File: config.mk
export PLATFORM = sky130hd
export DESIGN_NAME = life_row_stencil_engine_unit
export DESIGN_NICKNAME = d
export VERILOG_FILES = /design/src/hw/rtl/lrse_pkg.sv /design/src/hw/rtl/lrse_lane.sv /design/src/hw/rtl/lrse_feed.sv /design/src/hw/rtl/lrse_merge.sv /design/src/hw/rtl/life_row_stencil_engine_unit.sv
export SDC_FILE = /design/constraint.sdc
export NUM_CORES = 2
export LEC_CHECK = 0
export BUFFER_PORTS_ARGS = -buffer_cell sky130_fd_sc_hd__buf_2
export CORE_MARGIN = 8
export CORE_UTILIZATION = 45
export DETAILED_ROUTE_END_ITERATION = 8
export GPL_ROUTABILITY_DRIVEN = 0
export HOLD_SLACK_MARGIN = 0.15
export PLACE_DENSITY = 0.76
export SLEW_MARGIN = 10
export SYNTH_ARGS = -nofsm -noshare
export SYNTH_HDL_FRONTEND = slang
export SYNTH_SLANG_ARGS = --single-unit
File: constraint.sdc
create_clock -name clk -period 12.4 [get_ports clk]
set_input_delay 1.86 -clock clk [delete_from_list [all_inputs] [get_ports clk]]
set_output_delay 1.86 -clock clk [all_outputs]
set_load 0.02 [all_outputs]
File: src/hw/rtl/lrse_pkg.sv
// lrse_pkg: shared constants, types and helpers for the life row stencil engine
// used by every module under hw/rtl; no dependencies of its own
`timescale 1ns / 1ps
`default_nettype none

package lrse_pkg;

    // grid geometry and lane split
    localparam int RowWidth  = 64;
    localparam int Lanes     = 8;
    localparam int LaneW     = RowWidth / Lanes;
    localparam int LaneCntW  = $clog2(LaneW + 1);
    localparam int CountW    = $clog2(RowWidth + 1);
    localparam int ColsW     = 7;

    localparam logic [ColsW-1:0] ColsReset = ColsW'(RowWidth);

    // one stencil request: three rows and the end-of-frame mark
    typedef struct packed {
        logic [RowWidth-1:0] above;
        logic [RowWidth-1:0] mid;
        logic [RowWidth-1:0] below;
        logic                frame_end;
    } job_t;

    // what one lane found for its slice of columns
    typedef struct packed {
        logic [LaneW-1:0]    cells;
        logic [LaneCntW-1:0] count;
        logic                changed;
    } lane_res_t;

    // columns at or above the column count are dead
    function automatic logic [RowWidth-1:0] col_mask(input logic [ColsW-1:0] cols);
        logic [RowWidth-1:0] m;
        for (int k = 0; k < RowWidth; k++)
        begin
            m[k] = (int'(cols) > k);
        end
        return m;
    endfunction

endpackage

`default_nettype wire

File: src/hw/rtl/lrse_lane.sv
// lrse_lane: B3/S23 rule for one slice of columns, with a halo column on each side
// depends on lrse_pkg for the lane width and the lane result type
`timescale 1ns / 1ps
`default_nettype none

module lrse_lane
    import lrse_pkg::*;
(
    input  wire logic [LaneW+1:0] above,
    input  wire logic [LaneW+1:0] mid,
    input  wire logic [LaneW+1:0] below,
    input  wire logic [LaneW-1:0] mask,
    output lane_res_t             res
);

    // neighbor sums and the birth / survival rule per cell
    always_comb
    begin
        logic [3:0]          sum;
        logic [LaneW-1:0]    nx;
        logic [LaneCntW-1:0] cnt;
        nx  = '0;
        cnt = '0;
        for (int c = 0; c < LaneW; c++)
        begin
            sum = 4'(above[c]) + 4'(above[c+1]) + 4'(above[c+2])
                + 4'(mid[c]) + 4'(mid[c+2])
                + 4'(below[c]) + 4'(below[c+1]) + 4'(below[c+2]);
            nx[c] = mask[c] && ((sum == 4'd3) || (mid[c+1] && (sum == 4'd2)));
        end
        // live count of the slice
        for (int c = 0; c < LaneW; c++)
        begin
            cnt = cnt + LaneCntW'(nx[c]);
        end
        res.cells   = nx;
        res.count   = cnt;
        res.changed = |(nx ^ mid[LaneW:1]);
    end

endmodule

`default_nettype wire

File: src/hw/rtl/lrse_feed.sv
// lrse_feed: row history, frame tracking and the stencil request register
// depends on lrse_pkg for job_t; splits a bottom row below an earlier row into two requests
`timescale 1ns / 1ps
`default_nettype none

module lrse_feed
    import lrse_pkg::*;
(
    input  wire logic                clk,
    input  wire logic                rst_n,
    input  wire logic                in_valid,
    output logic                     in_stall,
    input  wire logic [RowWidth-1:0] row_masked,
    input  wire logic                first_row,
    input  wire logic                final_row,
    input  wire logic                job_ready,
    output logic                     job_valid,
    output job_t                     job
);

    logic          mid_valid_reg, mid_valid_next;
    logic          pend_valid_reg, pend_valid_next;
    logic          job_valid_reg, job_valid_next;
    logic [RowWidth-1:0] above_reg, above_next;
    logic [RowWidth-1:0] mid_reg, mid_next;
    job_t          pend_reg, pend_next;
    job_t          job_reg, job_next;
    logic          slot_ready;
    logic          in_acc;
    logic          start;

    // request slot frees when empty or drained into the lanes
    assign slot_ready = !job_valid_reg || job_ready;
    assign in_stall   = pend_valid_reg || !slot_ready;
    assign in_acc     = in_valid && !in_stall;
    assign start      = first_row || !mid_valid_reg;

    // row history and request sequencing
    always_comb
    begin
        mid_valid_next  = mid_valid_reg;
        pend_valid_next = pend_valid_reg;
        job_valid_next  = job_valid_reg;
        above_next      = above_reg;
        mid_next        = mid_reg;
        pend_next       = pend_reg;
        job_next        = job_reg;

        if (in_acc)
        begin
            if (start)
            begin
                above_next = '0;
            end
            else
            begin
                above_next = mid_reg;
            end
            mid_next       = row_masked;
            mid_valid_next = !final_row;
        end

        if (slot_ready)
        begin
            priority if (pend_valid_reg)
            begin
                job_next        = pend_reg;
                job_valid_next  = 1'b1;
                pend_valid_next = 1'b0;
            end
            else if (in_acc && !start)
            begin
                job_next       = '{above: above_reg, mid: mid_reg, below: row_masked,
                                   frame_end: 1'b0};
                job_valid_next = 1'b1;
                if (final_row)
                begin
                    pend_next       = '{above: mid_reg, mid: row_masked, below: '0,
                                        frame_end: 1'b1};
                    pend_valid_next = 1'b1;
                end
            end
            else if (in_acc && final_row)
            begin
                job_next       = '{above: '0, mid: row_masked, below: '0, frame_end: 1'b1};
                job_valid_next = 1'b1;
            end
            else
            begin
                job_valid_next = 1'b0;
            end
        end
    end

    // control state
    always_ff @(posedge clk or negedge rst_n)
    begin
        if (!rst_n)
        begin
            mid_valid_reg  <= 1'b0;
            pend_valid_reg <= 1'b0;
            job_valid_reg  <= 1'b0;
        end
        else
        begin
            mid_valid_reg  <= mid_valid_next;
            pend_valid_reg <= pend_valid_next;
            job_valid_reg  <= job_valid_next;
        end
    end

    // row and request payload
    always_ff @(posedge clk)
    begin
        above_reg <= above_next;
        mid_reg   <= mid_next;
        pend_reg  <= pend_next;
        job_reg   <= job_next;
    end

    assign job_valid = job_valid_reg;
    assign job       = job_reg;

`ifndef ASSERT_OFF
    // a held second request always sits behind a first one in the slot
    a_pend_behind_job: assert property (@(posedge clk) disable iff (!rst_n)
        pend_valid_reg |-> job_valid_reg)
        else $error("pending request without a request in the slot");

    // a bottom-row request always looks at a dead row below
    a_end_below_dead: assert property (@(posedge clk) disable iff (!rst_n)
        (job_valid_reg && job_reg.frame_end) |-> (job_reg.below == '0))
        else $error("frame end request with live row below");
`endif

endmodule

`default_nettype wire

File: src/hw/rtl/lrse_merge.sv
// lrse_merge: registers the lane results, merges counts and change flags,
// and holds the output register; depends on lrse_pkg for lane_res_t
`timescale 1ns / 1ps
`default_nettype none

module lrse_merge
    import lrse_pkg::*;
(
    input  wire logic                 clk,
    input  wire logic                 rst_n,
    input  wire logic                 lane_valid,
    output logic                      lane_ready,
    input  lane_res_t [Lanes-1:0]     lane_res,
    input  wire logic                 lane_end,
    output logic                      out_valid,
    input  wire logic                 out_stall,
    output logic [RowWidth-1:0]       next_row,
    output logic                      row_changed,
    output logic [CountW-1:0]         live_count,
    output logic                      frame_end
);

    logic                   s2_valid_reg, s2_valid_next;
    lane_res_t [Lanes-1:0]  s2_res_reg;
    logic                   s2_end_reg;
    logic                   out_valid_reg, out_valid_next;
    logic [RowWidth-1:0]    row_reg;
    logic                   changed_reg;
    logic [CountW-1:0]      count_reg;
    logic                   end_reg;
    logic                   out_ready;
    logic                   s2_ready;
    logic [RowWidth-1:0]    row_sum;
    logic                   changed_sum;
    logic [CountW-1:0]      count_sum;

    // ready chain back from the output register
    assign out_ready  = !out_valid_reg || !out_stall;
    assign s2_ready   = !s2_valid_reg || out_ready;
    assign lane_ready = s2_ready;

    always_comb
    begin
        s2_valid_next  = s2_ready ? lane_valid : s2_valid_reg;
        out_valid_next = out_ready ? s2_valid_reg : out_valid_reg;
    end

    // merge of the lane results
    always_comb
    begin
        row_sum     = '0;
        changed_sum = 1'b0;
        count_sum   = '0;
        for (int i = 0; i < Lanes; i++)
        begin
            row_sum[i*LaneW +: LaneW] = s2_res_reg[i].cells;
            changed_sum = changed_sum | s2_res_reg[i].changed;
            count_sum   = count_sum + CountW'(s2_res_reg[i].count);
        end
    end

    // stage valids
    always_ff @(posedge clk or negedge rst_n)
    begin
        if (!rst_n)
        begin
            s2_valid_reg  <= 1'b0;
            out_valid_reg <= 1'b0;
        end
        else
        begin
            s2_valid_reg  <= s2_valid_next;
            out_valid_reg <= out_valid_next;
        end
    end

    // stage payloads
    always_ff @(posedge clk)
    begin
        if (s2_ready)
        begin
            s2_res_reg <= lane_res;
            s2_end_reg <= lane_end;
        end
        if (out_ready)
        begin
            row_reg     <= row_sum;
            changed_reg <= changed_sum;
            count_reg   <= count_sum;
            end_reg     <= s2_end_reg;
        end
    end

    assign out_valid   = out_valid_reg;
    assign next_row    = row_reg;
    assign row_changed = changed_reg;
    assign live_count  = count_reg;
    assign frame_end   = end_reg;

`ifndef ASSERT_OFF
    // merged count agrees with the merged row
    a_count_matches: assert property (@(posedge clk) disable iff (!rst_n)
        out_valid_reg |-> (int'(count_reg) == $countones(row_reg)))
        else $error("live count does not match next row");

    // a row never holds more live cells than columns
    a_count_range: assert property (@(posedge clk) disable iff (!rst_n)
        out_valid_reg |-> (int'(count_reg) <= RowWidth))
        else $error("live count out of range");
`endif

endmodule

`default_nettype wire

File: src/hw/rtl/life_row_stencil_engine_unit.sv
// life_row_stencil_engine_unit: top level of the life row stencil engine
// depends on lrse_pkg, lrse_feed, lrse_lane and lrse_merge
//
// One generation of the B3/S23 automaton on a grid with dead borders.
// Input channel (in_valid / in_stall): one row of the current generation
// per request, first_row opens a frame, final_row closes it. A row without
// an open frame starts one. Each row after the top one yields the result
// for the row above it; the bottom row yields one more result, with
// frame_end set. Output channel (out_valid / out_stall) carries next_row,
// row_changed and live_count. Config channel (cfg_valid / cfg_ready)
// writes columns_in_use; write it only while no result is outstanding.
// Rows are taken one per cycle while out_stall stays low, except that a bottom
// row that ends a frame of two or more rows holds in_stall while its second
// result enters the lanes. A result passes through the request slot, the lane
// register and the output register in that order; a bottom row's second result
// follows right behind the first. Eight lanes of eight columns run in parallel.
// Reset empties the pipeline, closes any frame and sets 64 columns.
// A stalled output holds its result; the stages behind it keep filling
// until full, then in_stall rises.
`timescale 1ns / 1ps
`default_nettype none

module life_row_stencil_engine_unit
    import lrse_pkg::*;
(
    input  wire logic                clk,
    input  wire logic                rst_n,
    input  wire logic                cfg_valid,
    output logic                     cfg_ready,
    input  wire logic [ColsW-1:0]    columns_in_use,
    input  wire logic                in_valid,
    output logic                     in_stall,
    input  wire logic [RowWidth-1:0] row_cells,
    input  wire logic                first_row,
    input  wire logic                final_row,
    output logic                     out_valid,
    input  wire logic                out_stall,
    output logic [RowWidth-1:0]      next_row,
    output logic                     row_changed,
    output logic [CountW-1:0]        live_count,
    output logic                     frame_end
);

    logic [ColsW-1:0]      cols_reg, cols_next;
    logic [RowWidth-1:0]   mask;
    logic [RowWidth-1:0]   row_masked;
    logic                  job_valid;
    logic                  job_ready;
    job_t                  job;
    logic [RowWidth+1:0]   above_pad;
    logic [RowWidth+1:0]   mid_pad;
    logic [RowWidth+1:0]   below_pad;
    lane_res_t [Lanes-1:0] lane_res;

    // column count register
    assign cfg_ready = 1'b1;
    assign cols_next = (cfg_valid && cfg_ready) ? columns_in_use : cols_reg;

    always_ff @(posedge clk or negedge rst_n)
    begin
        if (!rst_n)
        begin
            cols_reg <= ColsReset;
        end
        else
        begin
            cols_reg <= cols_next;
        end
    end

    assign mask       = col_mask(cols_reg);
    assign row_masked = row_cells & mask;

    // row history and request slot
    lrse_feed u_feed (
        .clk        (clk),
        .rst_n      (rst_n),
        .in_valid   (in_valid),
        .in_stall   (in_stall),
        .row_masked (row_masked),
        .first_row  (first_row),
        .final_row  (final_row),
        .job_ready  (job_ready),
        .job_valid  (job_valid),
        .job        (job)
    );

    // masked rows with a dead column on each side
    assign above_pad = {1'b0, job.above & mask, 1'b0};
    assign mid_pad   = {1'b0, job.mid & mask, 1'b0};
    assign below_pad = {1'b0, job.below & mask, 1'b0};

    // stencil lanes
    for (genvar i = 0; i < Lanes; i++)
    begin : g_lane
        lrse_lane u_lane (
            .above (above_pad[i*LaneW +: LaneW+2]),
            .mid   (mid_pad[i*LaneW +: LaneW+2]),
            .below (below_pad[i*LaneW +: LaneW+2]),
            .mask  (mask[i*LaneW +: LaneW]),
            .res   (lane_res[i])
        );
    end

    // merge and output register
    lrse_merge u_merge (
        .clk         (clk),
        .rst_n       (rst_n),
        .lane_valid  (job_valid),
        .lane_ready  (job_ready),
        .lane_res    (lane_res),
        .lane_end    (job.frame_end),
        .out_valid   (out_valid),
        .out_stall   (out_stall),
        .next_row    (next_row),
        .row_changed (row_changed),
        .live_count  (live_count),
        .frame_end   (frame_end)
    );

endmodule

`default_nettype wire

==> summary.md <==
| Metric | Value |
|---|---|
| Outcome | `completed` |
| Cell-internal power | `0.00606 W` |
| VDD IR max | `339 µV` |
| H-tree depth | `3` |
| Mapped Avg Cell Area | `12.3 µm²` |
| Ys flop type | `edfxtp_1` |
| CTS tree | `done` |
| Adder-cell share of the synthesized area | `0.235` |
| Final Hold Viols | `0` |
| Post-synthesis sequential area ratio | `0.504` |
| Worst-Margin Slew | `1140 ps` |
| Post-detailed-route count of antenna-violating nets | `0` |
| Hold path start | `u_merge.row_sum[13]$_DFFE_PP_` |
| Compound-Gate Fraction of Synth Area | `0.0756` |
| Pins Over Slew Limit | `0` |
| CP required | `12750 ps` |
| Io pins | `154` |
| Largest net degree at the start of global routing | `83` |
| Root Buffer | `clkbuf_16` |
| Finish-stage setup viols | `0` |
| Most frequent cells in the layout | `edfxtp_1, inv_1, fa_1` |
| Min Hold Slack | `416 ps` |
| Main combinational cell family by area after synthesis | `adder cells` |
| CTS-repair resized insts | `0` |
| Post-Route Setup TNS | `0 ps` |
| Fmax achieved | `115 MHz` |
| Switching Power | `0.00377 W` |
| XOR/XNOR Fraction of Synth Area | `0.00346` |
| Post-detailed-route wirelength per cell | `20.5 µm` |
| Fin crit period | `8720 ps` |
| IO buf count | `152` |
| CP startpoint | `cols_reg[6]$_DFFE_PN1P_` |
| Clk pwr share | `0.214` |
| Clk buf depth | `3` |
| Net Sw Frac | `0.384` |
| Most common cell after layout, fill and taps aside | `edfxtp_1` |
| Worst-path clk slew | `60 ps` |
| Syn nets | `3692` |
| Comb pwr share | `0.466` |
| Initial antenna violation count | `2` |
| GRT Total Usage | `0.192` |
| Yosys reg bits | `639` |
| Pleak | `18.5 nW` |
| WS Path Type | `flop to flop` |
| # nets final | `3861` |
| Die ar. | `94000 µm²` |
| Row cnt | `106` |
| Worst setup EP type | `flop` |
| Placed wire-length estimate | `66300 µm` |
| Startpoint Class | `flop` |
| Synth Area in Simple Gates | `0.115` |
| TritonCTS buffer count | `67` |
| Slew margin rel. | `0.242` |
| Post-synth EDFFs | `627` |
| Worst R2R Start | `cols_reg[6]$_DFFE_PN1P_` |
| Chip Height | `307 µm` |
| Netlist cell types | `74` |
| Mux cell area share after synthesis | `0.00978` |
| P&R area growth vs syn | `11.5%` |
| Drt via density | `5.42` |
| Syn. warnings | `0` |
| Final Routed Wirelength | `91200 µm` |
| Ys async rst share | `0.0188` |
| Final period util | `0.703` |
| Max FFs per register | `193` |
| Layout cells sized above 1 | `0.0981` |
| Routed vias | `24000` |
| Max_cap viols | `0` |
| Worst Hold Class | `flop to flop` |
| Initial core utilization | `0.454` |
| Power Total | `0.00983 W` |
| Hold_buf cts | `0` |
| First-iteration detailed-routing DRC count | `2156` |
| RSZ-0062 raised after global routing | `false` |
| Post-Syn Area | `38000 µm²` |
| Global-route wire length before repair | `141000 µm` |
| Post-Route Skew | `21.7 ps` |
| Crit path DAT | `9080 ps` |
| 1st-pass router iterations | `5` |
| Crit-path max FO | `42` |
| Vias in the first global route | `24800` |
| # Post-CTS Setup Buffers | `0` |
| Synth Instances | `3083` |
| Worst-Skew Late Latency | `620 ps` |
| # clock sinks | `639` |
| Core box area | `83700 µm²` |
| DRC | `0` |
| PwrDens | `232 nW/µm²` |
| Gr ovfl total | `0` |
| Flop pwr share | `0.320` |
| Die width | `307 µm` |
==> layer usage <==
layer	GRT usage	routed length, µm	up-vias	share of wire
met5	0	0	-	0
met4	0.0724	3140	0	0.034
met3	0.0287	6410	158	0.070
met2	0.320	43600	929	0.48
met1	0.255	38000	12000	0.42
li1	-	-	10900	-
==> cells in the mapped netlist, types with 28 or more instances <==
| cell | count | share of area |
|---|---|---|
| clkbuf_1 | 42 | 0.0041 |
| nand2_1 | 253 | 0.025 |
| nor2b_1 | 39 | 0.0064 |
| fa_1 | 302 | 0.16 |
| a21oi_1 | 80 | 0.011 |
| nor2_1 | 167 | 0.016 |
| a22o_1 | 65 | 0.015 |
| inv_1 | 504 | 0.050 |
| edfxtp_1 | 627 | 0.50 |
| nand2b_1 | 90 | 0.015 |
| nand3_1 | 42 | 0.0055 |
| and2_1 | 118 | 0.019 |
| o21ai_0 | 110 | 0.014 |
| nor4b_1 | 30 | 0.0069 |
| a22oi_1 | 75 | 0.015 |
| nor3_1 | 28 | 0.0037 |
| ha_1 | 229 | 0.075 |
==> power groups by stage <==
stage / Combinational (W) / Sequential, W / Clock [W]
final: 0.00458 / 0.00315 / 0.00211
after global placement: 0.00432 / 0.00318 / 0
after CTS: 0.00459 / 0.00315 / 0.00214
after global routing: 0.00515 / 0.00318 / 0.00221
after detailed placement: 0.00453 / 0.00319 / 0
after floorplan: 0.00303 / 0.00325 / 0
==> cell families after synthesis <==
logic type,after synthesis
buffers and inverters,580
adders and majority gates,531
DFF,639
AOI/OAI and AO/OA,431
muxes,35
xor gates and xnor gates,15
other,1
and+or+nand+nor,851
==> final timing paths <==
| check | endpoint | slack (ps) | cells after the start |
|---|---|---|---|
| max in group asynchronous | cols_reg[6]$_DFFE_PN1P_ | 10900 | 1 |
| hold / removal | u_merge.next_row[13]$_DFFE_PP_ | 420 | 0 |
| hold reg to reg | u_merge.next_row[13]$_DFFE_PP_ | 420 | 0 |
| min in group asynchronous | cols_reg[0]$_DFFE_PN0P_ | 1170 | 1 |
| setup reg to reg | u_merge.s2_res_reg[81]$_DFFE_PP_ | 3680 | 21 |
| setup / recovery | u_merge.s2_res_reg[81]$_DFFE_PP_ | 3680 | 21 |
==> stage by stage <==
step | worst slack (ps) | instance area, µm² | util | cells
2_1_floorplan | 1960 | 38000 | - | 3083
3_3_place_gp | 4080 | 40100 | 0.479 | 4317
3_5_place_dp | 3750 | 40100 | 0.479 | 4317
4_1_cts | 3720 | 42400 | 0.506 | 4436
5_1_grt | 3260 | 42400 | 0.506 | 4437
6_report | 3680 | 42400 | 0.506 | 4438
==> final cells by class <==
| cell class | count | area, µm² |
|---|---|---|
| Multi-Input combinational cell | 1864 | 16700 |
| Inverter | 504 | 1890 |
| Clock buffer | 80 | 1770 |
| Fill cell | 7097 | 41300 |
| Sequential cell | 639 | 19100 |
| Tap cell | 1134 | 1420 |
| Antenna cell | 2 | 5.00 |
| Timing Repair Buffer | 176 | 941 |
| Clock inverter | 39 | 509 |
==> critical path: stages, from the launching register on <==
cell and delay, ps:
dfstp_2 1090, a21oi_1 370, a21oi_1 660, a21o_1 260, and2_1 240, ha_1 280
fa_1 530, inv_1 60, fa_1 490, fa_1 440, fa_1 460, nor4b_1 300
a22oi_1 150, a2111oi_0 770, ha_1 360, inv_1 70, fa_1 420, fa_1 500
inv_1 60, fa_1 400, fa_1 400, xor2_1 150
Power figures use the tool's default switching activity.
